===== config.mk =====
export PLATFORM = sky130hd
export DESIGN_NAME = water_sensor_average_alarm_core
export DESIGN_NICKNAME = d
export VERILOG_FILES = /design/src/rtl/core/wsa_pkg.sv /design/src/rtl/core/wsa_front.sv /design/src/rtl/core/wsa_queue.sv /design/src/rtl/core/wsa_div.sv /design/src/rtl/core/wsa_back.sv /design/src/rtl/core/water_sensor_average_alarm_core.sv
export VERILOG_INCLUDE_DIRS = /design/src /design/src/rtl/core
export SDC_FILE = /design/constraint.sdc
export NUM_CORES = 2
export LEC_CHECK = 0
export BUFFER_PORTS_ARGS = -buffer_cell sky130_fd_sc_hd__buf_2
export CAP_MARGIN = 40
export CELL_PAD_IN_SITES_DETAIL_PLACEMENT = 0
export CELL_PAD_IN_SITES_GLOBAL_PLACEMENT = 1
export CORE_ASPECT_RATIO = 0.6
export CORE_MARGIN = 2
export CORE_UTILIZATION = 33
export CTS_BUF_LIST = sky130_fd_sc_hd__clkbuf_4
export CTS_CLUSTER_SIZE = 28
export DETAILED_ROUTE_END_ITERATION = 12
export PLACE_DENSITY = 0.7
export SETUP_SLACK_MARGIN = 0.02
export SLEW_MARGIN = 10
export SYNTH_ARGS = -nofsm -noshare
export SYNTH_HDL_FRONTEND = slang
export SYNTH_SLANG_ARGS = --single-unit

===== constraint.sdc =====
create_clock -name clk -period 10.6 [get_ports clk]
set_input_delay 0 -clock clk [delete_from_list [all_inputs] [get_ports clk]]
set_output_delay 0 -clock clk [all_outputs]
set_load 0.005 [all_outputs]

===== src/rtl/core/assert_macros.svh =====
// assertion helpers included by the core top-level file
`ifndef ASSERT_MACROS_SVH
`define ASSERT_MACROS_SVH

// clocked assertion with async reset disable
`define ASSERT_CLK(label, clk, rst_n, prop, msg) \
	label: assert property (@(posedge clk) disable iff (!rst_n) prop) else $error(msg);

// condition that must never be seen at a clock edge out of reset
`define ASSERT_NEVER(label, clk, rst_n, cond, msg) \
	label: assert property (@(posedge clk) disable iff (!rst_n) !(cond)) else $error(msg);

`endif


===== src/rtl/core/wsa_pkg.sv =====
`timescale 1ns / 1ps
// ----------------------------------------------------------------------------
// wsa_pkg
// Shared types and fixed point constants of the water sensor alarm core.
// ----------------------------------------------------------------------------
package wsa_pkg;

	localparam int ADC_BITS  = 10;
	localparam int FRAC_BITS = 8;
	localparam int V_W       = 11;
	localparam int SUM_W     = 32;
	localparam int OUT_W     = 24;
	localparam int TEMP_W    = 16;
	localparam int CNT_W     = 8;
	localparam int CFG_W     = 14;
	localparam int CFG_AW    = 3;
	localparam int DEN_W     = 16;
	localparam int ACC_W     = 40;
	localparam int Q_DEPTH   = 2;
	localparam int Q_CW      = 2;

	localparam logic [CNT_W-1:0] PH_CNT_RST    = 8'd100;
	localparam logic [CNT_W-1:0] OTHER_CNT_RST = 8'd5;
	localparam logic [12:0]      PH_LOW_RST    = 13'd1664;
	localparam logic [12:0]      PH_HIGH_RST   = 13'd2176;
	localparam logic [13:0]      TDS_LIM_RST   = 14'd1000;
	localparam logic [11:0]      TURB_LIM_RST  = 12'd10;

	localparam logic signed [31:0] K_5_7    = 32'sd1459;
	localparam logic signed [31:0] K_21_34  = 32'sd5463;
	localparam logic signed [31:0] K_0_02   = 32'sd5;
	localparam logic signed [31:0] K_133_42 = 32'sd34156;
	localparam logic signed [31:0] K_255_86 = 32'sd65500;
	localparam logic signed [31:0] K_857_39 = 32'sd219492;
	localparam logic signed [31:0] K_1120_4 = 32'sd286822;
	localparam logic signed [31:0] K_5742_3 = 32'sd1470029;
	localparam logic signed [31:0] K_4352_9 = 32'sd1114342;
	localparam logic [V_W-1:0]     V_4_2    = 11'd1075;
	localparam logic [V_W-1:0]     V_2_5    = 11'd640;
	localparam logic signed [31:0] K_3000   = 32'sd768000;
	localparam logic signed [31:0] K_25     = 32'sd6400;
	localparam logic signed [31:0] K_ONE    = 32'sd256;

	localparam logic [CFG_AW-1:0] REG_PH_CNT    = 3'd0;
	localparam logic [CFG_AW-1:0] REG_OTHER_CNT = 3'd1;
	localparam logic [CFG_AW-1:0] REG_PH_LOW    = 3'd2;
	localparam logic [CFG_AW-1:0] REG_PH_HIGH   = 3'd3;
	localparam logic [CFG_AW-1:0] REG_TDS_LIM   = 3'd4;
	localparam logic [CFG_AW-1:0] REG_TURB_LIM  = 3'd5;

	typedef enum logic [1:0] {
		CH_TEMP = 2'd0,
		CH_PH   = 2'd1,
		CH_TDS  = 2'd2,
		CH_TURB = 2'd3
	} chan_t;

	typedef struct packed {
		chan_t          ch;
		logic [V_W-1:0] v;
		logic           turb_zero;
		logic           turb_full;
	} item_t;

	typedef struct packed {
		logic [CNT_W-1:0] ph_cnt;
		logic [CNT_W-1:0] other_cnt;
		logic [12:0]      ph_low;
		logic [12:0]      ph_high;
		logic [13:0]      tds_lim;
		logic [11:0]      turb_lim;
	} cfg_t;

	typedef struct packed {
		logic [Q_CW-1:0] count;
		logic            empty;
		logic            full;
	} q_stat_t;

	typedef enum logic [2:0] {
		ST_IDLE,
		ST_MUL,
		ST_WB,
		ST_CONV,
		ST_DIVW,
		ST_ACC,
		ST_AVGW,
		ST_FIN
	} bk_state_t;

	typedef enum logic [2:0] {
		D_V2,
		D_V3,
		D_ADD,
		D_SUB,
		D_CF
	} mul_dest_t;

endpackage


===== src/rtl/core/wsa_front.sv =====
`timescale 1ns / 1ps
// ----------------------------------------------------------------------------
// wsa_front
// Input stage: scales the sample to a voltage and classifies turbidity range.
// ----------------------------------------------------------------------------
module wsa_front (
	input  logic                  clk,
	input  logic                  arst_n,
	input  logic                  in_valid,
	output logic                  in_ready,
	input  wsa_pkg::chan_t        func,
	input  logic [9:0]            sample_code,
	output logic                  item_valid,
	input  logic                  item_ready,
	output wsa_pkg::item_t        item
);
	import wsa_pkg::*;

	localparam int SH = ADC_BITS - FRAC_BITS;

	logic [12:0] prod;
	logic [V_W-1:0] v;
	item_t item_s1;
	logic valid_s1;

	assign prod = {3'b000, sample_code} * 13'd5;
	assign v = V_W'(prod >> SH);
	assign in_ready = !valid_s1 || item_ready;
	assign item_valid = valid_s1;
	assign item = item_s1;

	always_ff @(posedge clk or negedge arst_n) begin
		if (!arst_n) begin
			valid_s1 <= 1'b0;
		end else if (in_ready) begin
			valid_s1 <= in_valid;
		end
	end

	always_ff @(posedge clk) begin
		if (in_ready && in_valid) begin
			item_s1.ch <= func;
			item_s1.v <= v;
			item_s1.turb_zero <= (v >= V_4_2);
			item_s1.turb_full <= (v <= V_2_5);
		end
	end

endmodule


===== src/rtl/core/wsa_queue.sv =====
`timescale 1ns / 1ps
// ----------------------------------------------------------------------------
// wsa_queue
// Short item queue between the input stage and the sequencer.
// ----------------------------------------------------------------------------
module wsa_queue (
	input  logic              clk,
	input  logic              arst_n,
	input  logic              wr_valid,
	output logic              wr_ready,
	input  wsa_pkg::item_t    wr_item,
	output logic              rd_valid,
	input  logic              rd_ready,
	output wsa_pkg::item_t    rd_item,
	output wsa_pkg::q_stat_t  stat
);
	import wsa_pkg::*;

	item_t mem_q [Q_DEPTH];
	logic wr_ptr_q;
	logic rd_ptr_q;
	logic [Q_CW-1:0] count_q;
	logic push;
	logic pop;

	assign wr_ready = (count_q != Q_CW'(Q_DEPTH));
	assign rd_valid = (count_q != '0);
	assign rd_item = mem_q[rd_ptr_q];
	assign push = wr_valid && wr_ready;
	assign pop = rd_valid && rd_ready;
	assign stat.count = count_q;
	assign stat.empty = !rd_valid;
	assign stat.full = !wr_ready;

	always_ff @(posedge clk or negedge arst_n) begin
		if (!arst_n) begin
			wr_ptr_q <= 1'b0;
			rd_ptr_q <= 1'b0;
			count_q <= '0;
		end else begin
			if (push) wr_ptr_q <= !wr_ptr_q;
			if (pop) rd_ptr_q <= !rd_ptr_q;
			if (push && !pop) count_q <= count_q + 1'b1;
			else if (pop && !push) count_q <= count_q - 1'b1;
		end
	end

	always_ff @(posedge clk) begin
		if (push) mem_q[wr_ptr_q] <= wr_item;
	end

endmodule


===== src/rtl/core/wsa_div.sv =====
`timescale 1ns / 1ps
// ----------------------------------------------------------------------------
// wsa_div
// Radix-2 signed divider, one quotient bit per cycle, truncates toward zero.
// ----------------------------------------------------------------------------
module wsa_div (
	input  logic                             clk,
	input  logic                             arst_n,
	input  logic                             start,
	input  logic signed [wsa_pkg::SUM_W-1:0] num,
	input  logic [wsa_pkg::DEN_W-1:0]        den,
	output logic                             done,
	output logic signed [wsa_pkg::SUM_W-1:0] quo
);
	import wsa_pkg::*;

	localparam int CW = $clog2(SUM_W);

	logic run_q;
	logic done_q;
	logic neg_q;
	logic [SUM_W-1:0] mag_q;
	logic [DEN_W:0] rem_q;
	logic [DEN_W-1:0] den_q;
	logic [CW-1:0] cnt_q;
	logic [DEN_W:0] rem_sh;
	logic fits;

	assign rem_sh = {rem_q[DEN_W-1:0], mag_q[SUM_W-1]};
	assign fits = (rem_sh >= {1'b0, den_q});
	assign done = done_q;
	assign quo = neg_q ? -$signed(mag_q) : $signed(mag_q);

	always_ff @(posedge clk or negedge arst_n) begin
		if (!arst_n) begin
			run_q <= 1'b0;
			done_q <= 1'b0;
			cnt_q <= '0;
		end else begin
			done_q <= 1'b0;
			if (start) begin
				run_q <= 1'b1;
				cnt_q <= '0;
			end else if (run_q) begin
				cnt_q <= cnt_q + 1'b1;
				if (cnt_q == CW'(SUM_W - 1)) begin
					run_q <= 1'b0;
					done_q <= 1'b1;
				end
			end
		end
	end

	always_ff @(posedge clk) begin
		if (start) begin
			neg_q <= num[SUM_W-1];
			mag_q <= num[SUM_W-1] ? SUM_W'(-num) : SUM_W'(num);
			rem_q <= '0;
			den_q <= den;
		end else if (run_q) begin
			rem_q <= fits ? (rem_sh - {1'b0, den_q}) : rem_sh;
			mag_q <= {mag_q[SUM_W-2:0], fits};
		end
	end

endmodule


===== src/rtl/core/wsa_back.sv =====
`timescale 1ns / 1ps
// ----------------------------------------------------------------------------
// wsa_back
// Sequencer: channel formulas on a shared multiplier, per-channel averaging,
// alarm update and the output register.
// ----------------------------------------------------------------------------
module wsa_back (
	input  logic                            clk,
	input  logic                            arst_n,
	input  logic                            item_valid,
	output logic                            item_ready,
	input  wsa_pkg::item_t                  item,
	input  wsa_pkg::cfg_t                   cfg,
	output logic                            out_valid,
	input  logic                            out_ready,
	output wsa_pkg::chan_t                  channel,
	output logic signed [wsa_pkg::OUT_W-1:0] measured_value,
	output logic                            channel_alarm,
	output logic                            alarm_level,
	output logic                            notify
);
	import wsa_pkg::*;

	bk_state_t state_q, state_d;
	chan_t ch_q;
	logic [V_W-1:0] v_q;
	logic tz_q, tf_q;
	logic [2:0] step_q;
	logic signed [63:0] prod_q;
	logic signed [31:0] v2_q, v3_q, cf_q, conv_q;
	logic signed [ACC_W-1:0] acc_q;
	logic signed [SUM_W-1:0] sums_q [4];
	logic [CNT_W-1:0] counts_q [4];
	logic signed [TEMP_W-1:0] temp_q;
	logic signed [OUT_W-1:0] avg_q;
	logic ph_al_q, tds_al_q, turb_al_q, comb_q;

	logic signed [31:0] vs, opa, opb;
	mul_dest_t dest;
	logic last;
	logic signed [ACC_W-1:0] qm;
	logic signed [ACC_W-1:0] tt, tr;
	logic signed [31:0] conv_v;
	logic signed [SUM_W:0] sum_x;
	logic signed [SUM_W-1:0] sum_sat;
	logic [CNT_W:0] cnt9;
	logic [CNT_W-1:0] target;
	logic done_cnt;
	logic div_start;
	logic signed [SUM_W-1:0] div_num;
	logic [DEN_W-1:0] div_den;
	logic div_done;
	logic signed [SUM_W-1:0] div_quo;
	logic [SUM_W:0] mag;
	logic signed [SUM_W:0] avg_t;
	logic signed [OUT_W-1:0] avg_c;
	logic ph_n, tds_n, turb_n, now_n, ch_al_n;
	logic load_out;

	logic out_valid_q;
	chan_t out_ch_q;
	logic signed [OUT_W-1:0] out_val_q;
	logic out_cal_q, out_lvl_q, out_ntf_q;

	wsa_div u_div (
		.clk    (clk),
		.arst_n (arst_n),
		.start  (div_start),
		.num    (div_num),
		.den    (div_den),
		.done   (div_done),
		.quo    (div_quo)
	);

	assign vs = $signed({21'b0, v_q});
	assign qm = ACC_W'((prod_q + 64'sd128) >>> FRAC_BITS);

	// multiplier program per channel
	always_comb begin
		opa = vs;
		opb = vs;
		dest = D_V2;
		last = 1'b1;
		case (ch_q)
			CH_PH: begin
				opa = K_5_7; dest = D_SUB;
			end
			CH_TDS: begin
				last = 1'b0;
				case (step_q)
					3'd0: begin opa = vs; opb = vs; dest = D_V2; end
					3'd1: begin opa = v2_q; opb = vs; dest = D_V3; end
					3'd2: begin opa = K_133_42; opb = v3_q; dest = D_ADD; end
					3'd3: begin opa = K_255_86; opb = v2_q; dest = D_SUB; end
					3'd4: begin opa = K_857_39; opb = vs; dest = D_ADD; end
					default: begin
						opa = K_0_02; opb = 32'(temp_q) - K_25; dest = D_CF; last = 1'b1;
					end
				endcase
			end
			CH_TURB: begin
				last = 1'b0;
				case (step_q)
					3'd0: begin opa = vs; opb = vs; dest = D_V2; end
					3'd1: begin opa = K_1120_4; opb = v2_q; dest = D_SUB; end
					default: begin opa = K_5742_3; opb = vs; dest = D_ADD; last = 1'b1; end
				endcase
			end
			default: ;
		endcase
	end

	// channel result and accumulate
	always_comb begin
		tt = acc_q - ACC_W'(K_4352_9);
		tr = ((tt + ACC_W'(128)) >>> FRAC_BITS) <<< FRAC_BITS;
		case (ch_q)
			CH_TEMP: conv_v = vs * 32'sd10;
			CH_PH: conv_v = K_21_34 + 32'(acc_q);
			CH_TURB: conv_v = tz_q ? 32'sd0 : (tf_q ? K_3000 : 32'(tr));
			default: conv_v = '0;
		endcase
		sum_x = (SUM_W+1)'(sums_q[ch_q]) + (SUM_W+1)'(conv_q);
		if (sum_x > (SUM_W+1)'(33'sh0_7fff_ffff)) sum_sat = 32'sh7fff_ffff;
		else if (sum_x < -(SUM_W+1)'(33'sh0_8000_0000)) sum_sat = 32'sh8000_0000;
		else sum_sat = SUM_W'(sum_x);
		target = (ch_q == CH_PH) ? cfg.ph_cnt : cfg.other_cnt;
		if (target == '0) target = CNT_W'(1);
		cnt9 = {1'b0, counts_q[ch_q]} + 1'b1;
		done_cnt = (cnt9 >= {1'b0, target});
	end

	// average finish and alarms
	always_comb begin
		mag = div_quo[SUM_W-1] ? -(SUM_W+1)'(div_quo) : (SUM_W+1)'(div_quo);
		if (ch_q == CH_TURB) mag[FRAC_BITS-1:0] = '0;
		avg_t = div_quo[SUM_W-1] ? -$signed(mag) : $signed(mag);
		if (avg_t > (SUM_W+1)'(24'sh7f_ffff)) avg_c = 24'sh7f_ffff;
		else if (avg_t < -(SUM_W+1)'(25'sh080_0000)) avg_c = 24'sh80_0000;
		else avg_c = OUT_W'(avg_t);
		ph_n = ph_al_q;
		tds_n = tds_al_q;
		turb_n = turb_al_q;
		ch_al_n = 1'b0;
		case (ch_q)
			CH_PH: begin
				ph_n = (avg_q < $signed({11'b0, cfg.ph_low})) ||
				       (avg_q > $signed({11'b0, cfg.ph_high}));
				ch_al_n = ph_n;
			end
			CH_TDS: begin
				tds_n = (avg_q > $signed({2'b0, cfg.tds_lim, 8'b0}));
				ch_al_n = tds_n;
			end
			CH_TURB: begin
				turb_n = ((avg_q >>> FRAC_BITS) > $signed({12'b0, cfg.turb_lim}));
				ch_al_n = turb_n;
			end
			default: ;
		endcase
		now_n = ph_n || tds_n || turb_n;
	end

	assign load_out = (state_q == ST_FIN) && (!out_valid_q || out_ready);

	// next state and divider requests
	always_comb begin
		state_d = state_q;
		item_ready = 1'b0;
		div_start = 1'b0;
		div_num = sum_sat;
		div_den = DEN_W'(cnt9);
		case (state_q)
			ST_IDLE: begin
				item_ready = 1'b1;
				if (item_valid) begin
					if (item.ch == CH_TEMP || (item.ch == CH_TURB &&
					    (item.turb_zero || item.turb_full)))
						state_d = ST_CONV;
					else
						state_d = ST_MUL;
				end
			end
			ST_MUL: state_d = ST_WB;
			ST_WB: state_d = last ? ST_CONV : ST_MUL;
			ST_CONV: begin
				if (ch_q == CH_TDS) begin
					div_start = 1'b1;
					div_num = SUM_W'((acc_q >>> 1) <<< FRAC_BITS);
					div_den = (cf_q < 32'sd1) ? DEN_W'(1) : DEN_W'(cf_q);
					state_d = ST_DIVW;
				end else begin
					state_d = ST_ACC;
				end
			end
			ST_DIVW: if (div_done) state_d = ST_ACC;
			ST_ACC: begin
				if (done_cnt) begin
					div_start = 1'b1;
					state_d = ST_AVGW;
				end else begin
					state_d = ST_IDLE;
				end
			end
			ST_AVGW: if (div_done) state_d = ST_FIN;
			ST_FIN: if (load_out) state_d = ST_IDLE;
			default: state_d = ST_IDLE;
		endcase
	end

	always_ff @(posedge clk or negedge arst_n) begin
		if (!arst_n) begin
			state_q <= ST_IDLE;
			step_q <= '0;
			for (int i = 0; i < 4; i++) begin
				sums_q[i] <= '0;
				counts_q[i] <= '0;
			end
			temp_q <= '0;
			ph_al_q <= 1'b0;
			tds_al_q <= 1'b0;
			turb_al_q <= 1'b0;
			comb_q <= 1'b0;
			out_valid_q <= 1'b0;
		end else begin
			state_q <= state_d;
			if (state_q == ST_IDLE) step_q <= '0;
			else if (state_q == ST_WB) step_q <= step_q + 1'b1;
			if (state_q == ST_ACC) begin
				if (done_cnt) begin
					sums_q[ch_q] <= '0;
					counts_q[ch_q] <= '0;
				end else begin
					sums_q[ch_q] <= sum_sat;
					counts_q[ch_q] <= CNT_W'(cnt9);
				end
			end
			if (state_q == ST_AVGW && div_done && ch_q == CH_TEMP) begin
				if (avg_c > 24'sd32767) temp_q <= 16'sh7fff;
				else if (avg_c < -24'sd32768) temp_q <= 16'sh8000;
				else temp_q <= TEMP_W'(avg_c);
			end
			if (load_out && ch_q != CH_TEMP) begin
				ph_al_q <= ph_n;
				tds_al_q <= tds_n;
				turb_al_q <= turb_n;
				comb_q <= now_n;
			end
			if (load_out) out_valid_q <= 1'b1;
			else if (out_ready) out_valid_q <= 1'b0;
		end
	end

	always_ff @(posedge clk) begin
		if (state_q == ST_IDLE && item_valid) begin
			ch_q <= item.ch;
			v_q <= item.v;
			tz_q <= item.turb_zero;
			tf_q <= item.turb_full;
			acc_q <= '0;
		end
		if (state_q == ST_MUL) prod_q <= opa * opb;
		if (state_q == ST_WB) begin
			case (dest)
				D_V2: v2_q <= 32'(qm);
				D_V3: v3_q <= 32'(qm);
				D_ADD: acc_q <= acc_q + qm;
				D_SUB: acc_q <= acc_q - qm;
				D_CF: cf_q <= K_ONE + 32'(qm);
				default: ;
			endcase
		end
		if (state_q == ST_CONV) conv_q <= conv_v;
		if (state_q == ST_DIVW && div_done) conv_q <= div_quo;
		if (state_q == ST_AVGW && div_done) avg_q <= avg_c;
		if (load_out) begin
			out_ch_q <= ch_q;
			out_val_q <= avg_q;
			out_cal_q <= ch_al_n;
			out_lvl_q <= (ch_q == CH_TEMP) ? comb_q : now_n;
			out_ntf_q <= (ch_q == CH_TEMP) ? 1'b0 : (now_n != comb_q);
		end
	end

	assign out_valid = out_valid_q;
	assign channel = out_ch_q;
	assign measured_value = out_val_q;
	assign channel_alarm = out_cal_q;
	assign alarm_level = out_lvl_q;
	assign notify = out_ntf_q;

endmodule


===== src/rtl/core/water_sensor_average_alarm_core.sv =====
`timescale 1ns / 1ps
// ----------------------------------------------------------------------------
// water_sensor_average_alarm_core
// Per-channel sensor averaging with pH, TDS and turbidity alarms.
// ----------------------------------------------------------------------------
// timing: divisions (TDS compensation, average) and multiplier steps, each
//   a MUL then a WB state, dominate the time from sample to result
// flow: the single sequencer with one shared multiplier and one radix-2
//   divider takes an item only when idle; output stalls hold it in ST_FIN
// reset: arst_n clears sums, counts, alarms and handshakes; config to defaults
module water_sensor_average_alarm_core (
	input  logic                        clk,
	input  logic                        arst_n,
	input  logic                        s_axis_tvalid,
	output logic                        s_axis_tready,
	input  logic [15:0]                 s_axis_tdata,  // sample_code, zero pad
	input  logic [1:0]                  s_axis_tuser,  // func
	output logic                        m_axis_tvalid,
	input  logic                        m_axis_tready,
	// measured_value, channel_alarm, alarm_level, notify, zero pad
	output logic [31:0]                 m_axis_tdata,
	output logic [1:0]                  m_axis_tuser,  // channel
	input  logic                        cfg_we,
	input  logic [wsa_pkg::CFG_AW-1:0]  cfg_addr,
	input  logic [wsa_pkg::CFG_W-1:0]   cfg_wdata
);
	import wsa_pkg::*;

	cfg_t cfg_q;
	item_t fr_item, q_item;
	logic fr_valid, fr_ready, q_valid, q_ready;
	q_stat_t q_stat;
	chan_t out_ch;
	logic signed [OUT_W-1:0] out_val;
	logic out_cal, out_lvl, out_ntf;

	always_ff @(posedge clk or negedge arst_n) begin
		if (!arst_n) begin
			cfg_q.ph_cnt <= PH_CNT_RST;
			cfg_q.other_cnt <= OTHER_CNT_RST;
			cfg_q.ph_low <= PH_LOW_RST;
			cfg_q.ph_high <= PH_HIGH_RST;
			cfg_q.tds_lim <= TDS_LIM_RST;
			cfg_q.turb_lim <= TURB_LIM_RST;
		end else if (cfg_we) begin
			case (cfg_addr)
				REG_PH_CNT: cfg_q.ph_cnt <= cfg_wdata[7:0];
				REG_OTHER_CNT: cfg_q.other_cnt <= cfg_wdata[7:0];
				REG_PH_LOW: cfg_q.ph_low <= cfg_wdata[12:0];
				REG_PH_HIGH: cfg_q.ph_high <= cfg_wdata[12:0];
				REG_TDS_LIM: cfg_q.tds_lim <= cfg_wdata;
				REG_TURB_LIM: cfg_q.turb_lim <= cfg_wdata[11:0];
				default: ;
			endcase
		end
	end

	wsa_front u_front (
		.clk         (clk),
		.arst_n      (arst_n),
		.in_valid    (s_axis_tvalid),
		.in_ready    (s_axis_tready),
		.func        (chan_t'(s_axis_tuser)),
		.sample_code (s_axis_tdata[9:0]),
		.item_valid  (fr_valid),
		.item_ready  (fr_ready),
		.item        (fr_item)
	);

	wsa_queue u_queue (
		.clk      (clk),
		.arst_n   (arst_n),
		.wr_valid (fr_valid),
		.wr_ready (fr_ready),
		.wr_item  (fr_item),
		.rd_valid (q_valid),
		.rd_ready (q_ready),
		.rd_item  (q_item),
		.stat     (q_stat)
	);

	wsa_back u_back (
		.clk            (clk),
		.arst_n         (arst_n),
		.item_valid     (q_valid),
		.item_ready     (q_ready),
		.item           (q_item),
		.cfg            (cfg_q),
		.out_valid      (m_axis_tvalid),
		.out_ready      (m_axis_tready),
		.channel        (out_ch),
		.measured_value (out_val),
		.channel_alarm  (out_cal),
		.alarm_level    (out_lvl),
		.notify         (out_ntf)
	);

	assign m_axis_tuser = out_ch;
	assign m_axis_tdata = {5'b0, out_ntf, out_lvl, out_cal, out_val};

`include "assert_macros.svh"

	`ASSERT_NEVER(a_q_bound, clk, arst_n, q_stat.count > Q_CW'(Q_DEPTH), "queue overfilled")
	`ASSERT_CLK(a_q_flags, clk, arst_n, q_stat.empty == (q_stat.count == '0), "queue flag mismatch")
	`ASSERT_CLK(a_temp_quiet, clk, arst_n, (m_axis_tvalid && out_ch == CH_TEMP) |-> (!out_cal && !out_ntf), "temperature result raised alarm")

endmodule


## Yosys cells after proc, flatten, opt, wreduce, memory -nomap -nowiden

Memories as Yosys holds them, arrays and structs flattened.
Cells that the tools add are included.

- Word-level logic and storage cells: 276
- Output and inout bits: 36
- Bits in writable memories: 30
- Memories: 1
- Bits in registers: 631
- Input bits: 40

Memories:

| memory | depth | bits a word | rd ports | clocked after memory_dff | wr ports | RTL line | text |
|---|---|---|---|---|---|---|---|
| u_queue.mem_q | 2 | 15 | 1 | 0 | 1 | wsa_queue.sv:19 | `item_t mem_q [Q_DEPTH];` |

- Add/sub/neg operators: 19
- Bitwise logic cells: 7
- Reduce and logical (&&, ||, !) cells: 55
- $mul: 3
- Equality and inequality tests: 31
- $lt $le $gt $ge: 17
- Muxes and demuxes: 89

Operator list:

| operator | number |
|---|---|
| $mux W32 | 17 |
| $pmux W32 S3 | 3 |
| $pmux W32 S5 | 1 |
| $and A128 B128 Y128 | 1 |
| $bwmux W128 | 1 |
| $mux W128 | 1 |
| $not A128 Y128 | 1 |
| $mux W40 | 2 |
| $pmux W40 S2 | 1 |
| $mux W33 | 2 |
| $bmux W32 S2 | 1 |
| $demux W32 S2 | 1 |
| $neg A32 Y32 | 2 |
| $pmux W32 S2 | 1 |
| $add A48 B9 Y48 const B | 1 |
| $mul A32 B32 Y48 | 1 |
| $mux W16 | 3 |
| $mux W24 | 2 |
| $mux W8 | 6 |
| $pmux W21 S2 | 1 |
| $add A40 B40 Y40 | 1 |
| $sub A40 B40 Y40 | 1 |
| $add A32 B32 Y33 | 1 |
| $gt A33 B24 Y1 const B | 1 |
| other kinds (70) | 168 |

## Logic depth before layout (Yosys ltp)

- Depth after elaboration: 13
- Depth in mapped cells: 44
- Depth with buffers taken out: 40

## Modules after synthesis

Synthesis repeated with hierarchy kept, for this count alone.

- Cells, all modules: 6732
- Area, all modules: 62199.7 sq um

By module, submodules not included:

| module | times used | seq. area each (sq um) | area each (sq um) | cells each |
|---|---|---|---|---|
| wsa_back | 1 | 12196.7 | 52250.1 | 5887 |
| wsa_div | 1 | 1966.9 | 4912.2 | 536 |
| water_sensor_average_alarm_core | 1 | 1724.2 | 2670.1 | 157 |
| wsa_queue | 1 | 1001.0 | 1348.8 | 67 |
| wsa_front | 1 | 475.5 | 1018.5 | 85 |

## Worst setup path after synthesis

Ideal clock, no wire load.

- Kind: register -> register
- Start point: register u_back.step_q[1]
- End point: register u_back.prod_q[38] (data pin)
- Setup time: 0.258 ns
- Required time: 10.342 ns
- Clock period less this slack: 10.585 ns
- Slack: 0.015 ns
- Cell stages (with the launch flop): 41
- Data arrival time: 10.327 ns
- Path buffers: 5
- Cells stage by stage: dfrtp_1 -> clkbuf_1 -> inv_1 -> ha_1 -> clkbuf_1 -> nor2b_1 -> clkbuf_1 -> buf_1 -> a2111oi_0 -> a21oi_1 -> a221oi_1 -> clkbuf_1 -> nor2_1 -> fa_1 -> inv_1 -> fa_1 -> inv_1 -> fa_1 -> [... 5 more ...] -> inv_1 -> fa_1 -> fa_1 -> inv_1 -> ha_1 -> a21oi_1 -> o21ai_0 -> nor3_1 -> o21ai_0 -> o311ai_0 -> a31oi_1 -> a41oi_1 -> o21ai_0 -> o41ai_1 -> o21ai_0 -> or2_2 -> a21oi_1 -> xnor2_1

- Longest elaborated chain between the ends: 5
- Elaborated cells between the ends (all ways): 13
- Classes of those cells: mul: 1; eq/ne: 4; mux: 6; reduce/logical: 2

RTL lines:

| element | RTL line | text |
|---|---|---|
| from (decl) | wsa_back.sv:28 | `logic [2:0] step_q;` |
| from (signal assigned) | wsa_back.sv:228 | `else if (state_q == ST_WB) step_q <= step_q + 1'b1;` |
| $eq A3 B3 Y1 (tied with other cells) | wsa_back.sv:90 | `case (step_q)` |
| $reduce_or A3 Y1 (no source line) | n/a |  |
| $pmux W32 S3 | wsa_back.sv:90 |  |
| $pmux W32 S2 | wsa_back.sv:84 | `case (ch_q)` |
| $mul A32 B32 Y48 * | wsa_back.sv:262 | `if (state_q == ST_MUL) prod_q <= opa * opb;` |
| to (signal assigned) | wsa_back.sv:262 |  |
| to (decl) | wsa_back.sv:29 | `logic signed [63:0] prod_q;` |

Mark *: on every way between the ends. The rest lies on a longest branch, timed or not.
A chain may end at the register's enable or synchronous reset.

## Worst setup path after layout

- Start point: register u_back.step_q[0]
- End point: register u_back.prod_q[39] (data pin)

The elaborated chain is that of the path after synthesis.

==> impl_results.md <==
* R2R Setup Slk at 0.27 ns
* FF-to-FF path depth at 42
* Nets@finish at 8107
* CP Max Fanout at 9
* Post-synth EDFFs at 323
* GRT Overall Usage at 23.8%
* Pin count of the biggest net entering global routing at 72
* Fin cells at 9700
* Post-synth ARST share at 41.8%
* First-pass GRT wire length at 339000 um
* H-tree Lvls at 4
* DR vias at 52000
* Status: finished, final reports clean
* Overflow after GRT at 0
* Tmin final at 10.33 ns
* Yosys reg bits at 638
* Req. time, crit path at 11.40 ns
* Clock latency on the worst-skew pair at 1.14 ns
* Worst path slowest cell: fa_1
* Synth cell types at 101
* DIE AREA at 191000 um^2
* First-pass iteration count of the detailed router at 9
* Antenna violations before repair at 9
* I/O pin total at 76
* Post-CTS setup buffers at 0
* Die width at 563 um
* WP buf/inv at 13
* Routed WL per cell at 23.5 um
* Skew final at 0.118 ns
* Most frequent CP cell: buf_4
* Maxcap violations at 0
* YS warnings at 0
* Crit path DAT at 11.12 ns
* Final setup fails at 0
* Max Fclk at 96.8 MHz
* Inst Count DP at 9334
* Top delay family on crit path: adder cells
* Drt initial violations at 6395
* Setup WS pre-CTS at -0.104 ns
* Period utilization at 97.4%
* Hold WC Path Type: in2reg
* Commonest non-fill, non-tap cell in the layout: inv_1
* Final HPWL from detailed placement at 185000 um
* Num CTS Buffers at 150
* CTS Buffer Depth at 3
* Die Y at 340 um
* Routed Antenna Nets at 0
* Worst Hold Depth at 5
* Number of port buffers at 64
* Startpoint types: register
* CP Class: reg2reg
* # fillers at 19000
* TritonCTS Sinks at 638
* DRC errors left at 0
* Sequential area share after synthesis at 28.0%
* Slew Limit Fails at 0
* Final Wtd Congestion at 1.04
* Reg2Reg Launch Point: u_back.step_q[0]
* Final hold violation count at 0
* RSZ-0062 raised after global routing: no
* Worst setup margin at 0.273 ns
* Vias in the first global route at 50200
* CP peak stage delay at 0.56 ns
* RR Endpoint: u_back.prod_q[39]
* Syn_area_per_cell at 9.24 um^2
* Post-synthesis cell count at 6706
* CP endpoint kind: register
* FP Rows at 123
* CTS clk-pin slew, worst paths at 0.08 ns
* Hold endpoint: cfg_q[54]
* Final wirelength at 228000 um
* Clock root buffer: clkbuf_4
* Most frequent cells in the layout: inv_1 (953), nand2_1 (846), fa_1 (647)
* Share of layout cells above drive strength 1 at 13.2%
* Initial Utilization at 33.1%
* Core Box Area at 187000 um^2
* CTS tree: yes
* Vias per cell at 5.36
* Area Growth Syn to Fin at 13.7%
* Top_reg_cell synth: edfxtp_1
* Least-Margin Pin Slew at 1.01 ns
* Hold Startpoint: cfg_addr[0]
* Synth Cell Area at 61900 um^2
* Worst relative slew slack at 32.7%
==> tightest hold or removal path: stages <==
cell and delay, ns:
dlygate4sd3_1 0.53, buf_2 0.15, nor4bb_2 0.17, buf_4 0.18
mux2_2 0.23
==> per-layer routing <==
metal / part of all wire, % / routed length [um] / global-route usage, % / vias to the layer above
met4: 1.0 / 2300 / 3.51 / 2
li1: - / - / - / 23100
met1: 50 / 115000 / 40.0 / 26100
met3: 13 / 30600 / 7.83 / 171
met5: 0.0057 / 13 / 0 / -
met2: 35 / 80300 / 28.4 / 2609
==> synth_stat cells, types with 31 or more instances <==
master / count / area (um^2)
fa_1: 647 / 13000
clkbuf_1: 286 / 1070
a21o_1: 66 / 495
edfxtp_1: 323 / 9700
o21a_1: 31 / 233
xor2_1: 111 / 972
o22ai_1: 32 / 200
dfrtp_1: 249 / 6230
o21ai_0: 358 / 1790
o31ai_1: 72 / 541
nor4_1: 36 / 225
a211oi_1: 41 / 308
nand2b_1: 51 / 319
inv_1: 953 / 3580
nand4_1: 41 / 257
nor2b_1: 39 / 244
and3_1: 40 / 250
dfxtp_1: 48 / 961
mux2_2: 100 / 1130
nand3_1: 114 / 571
mux4_2: 41 / 923
xnor2_1: 258 / 2260
nor3_1: 82 / 410
a21oi_1: 227 / 1140
nand2_1: 850 / 3190
or3_1: 40 / 250
nor2_1: 652 / 2450
mux2i_1: 40 / 400
ha_1: 345 / 4320
and2_1: 50 / 313
==> sequential cells by signal, summed over array words and instances (netlist names), 5 cells and up <==
signal,count
u_back.v_q,11
u_back.measured_value,24
u_back.u_div.den_q,16
u_back.temp_q,16
u_back.v3_q,32
u_back.counts_q,32
u_back.u_div.rem_q,16
u_back.acc_q,32
u_back.avg_q,24
u_back.sums_q,128
u_back.cf_q,32
u_back.u_div.mag_q,32
cfg_q,68
u_back.v2_q,32
u_front.item,15
u_queue.mem_q,30
u_back.u_div.cnt_q,5
u_back.conv_q,32
u_back.prod_q,33
==> through the flow <==
stage / utilization, % / cell area [um^2] / hold slack [ns] / setup TNS [ns]
after floorplan: - / 62000 / -0.296 / 0
after global placement: 35.9 / 67200 / -0.000171 / -0.200
after detailed placement: 36.1 / 67400 / 0.0105 / -0.197
after CTS: 37.6 / 70300 / 0.0337 / 0
after global routing: 37.7 / 70400 / 0.111 / 0
final: 37.7 / 70400 / 0.193 / 0
==> cell families (layout without fill, tap and decap cells) <==
group	count (synthesis)	count (layout)	synth area share, %
mux	181	181	3.95
simple gates	2078	2078	14.8
xor+xnor	371	371	5.27
flops	638	638	28.0
other cells	1	11	0.00605
fa+ha+maj	1003	1003	28.1
compound gates	1150	1150	12.0
buf+inv	1284	1768	7.88
==> how the worst max path moves through the flow <==
stage,startpoint,endpoint,slack [ns],depth (start not counted)
CTS,u_back.step_q[0],u_back.prod_q[38],0.08,42
global placement,u_back.step_q[0],u_back.prod_q[38],-0.11,42
finish,u_back.step_q[0],u_back.prod_q[39],0.27,42
detailed placement,u_back.step_q[0],u_back.prod_q[38],-0.10,42
global route,u_back.step_q[0],u_back.prod_q[39],0.01,43
floorplan,u_back.step_q[1],u_back.prod_q[38],0.24,40
==> cell type report <==
type	instances	area (um^2)	area share, %
multi-input cells	4788	39900	56.7
flip-flops and latches	638	17400	24.7
repair buffers	539	4400	6.24
inverters	958	3600	5.11
well taps	2500	3130	4.44
clock buffers	226	1700	2.41
clock inverters	45	279	0.396
diodes	6	15.0	0.0213
==> timing repair <==
item	4_1_cts	5_1_grt
hold buffers	84	0
resized for setup	2	9
cloned	0	0
hold endpoints to repair	327	0
endpoints found under the setup margin	3	5
pin swaps	0	3
Power is not shown: default switching activity piles up to over one toggle a cycle in this logic, so the estimate is an artifact.
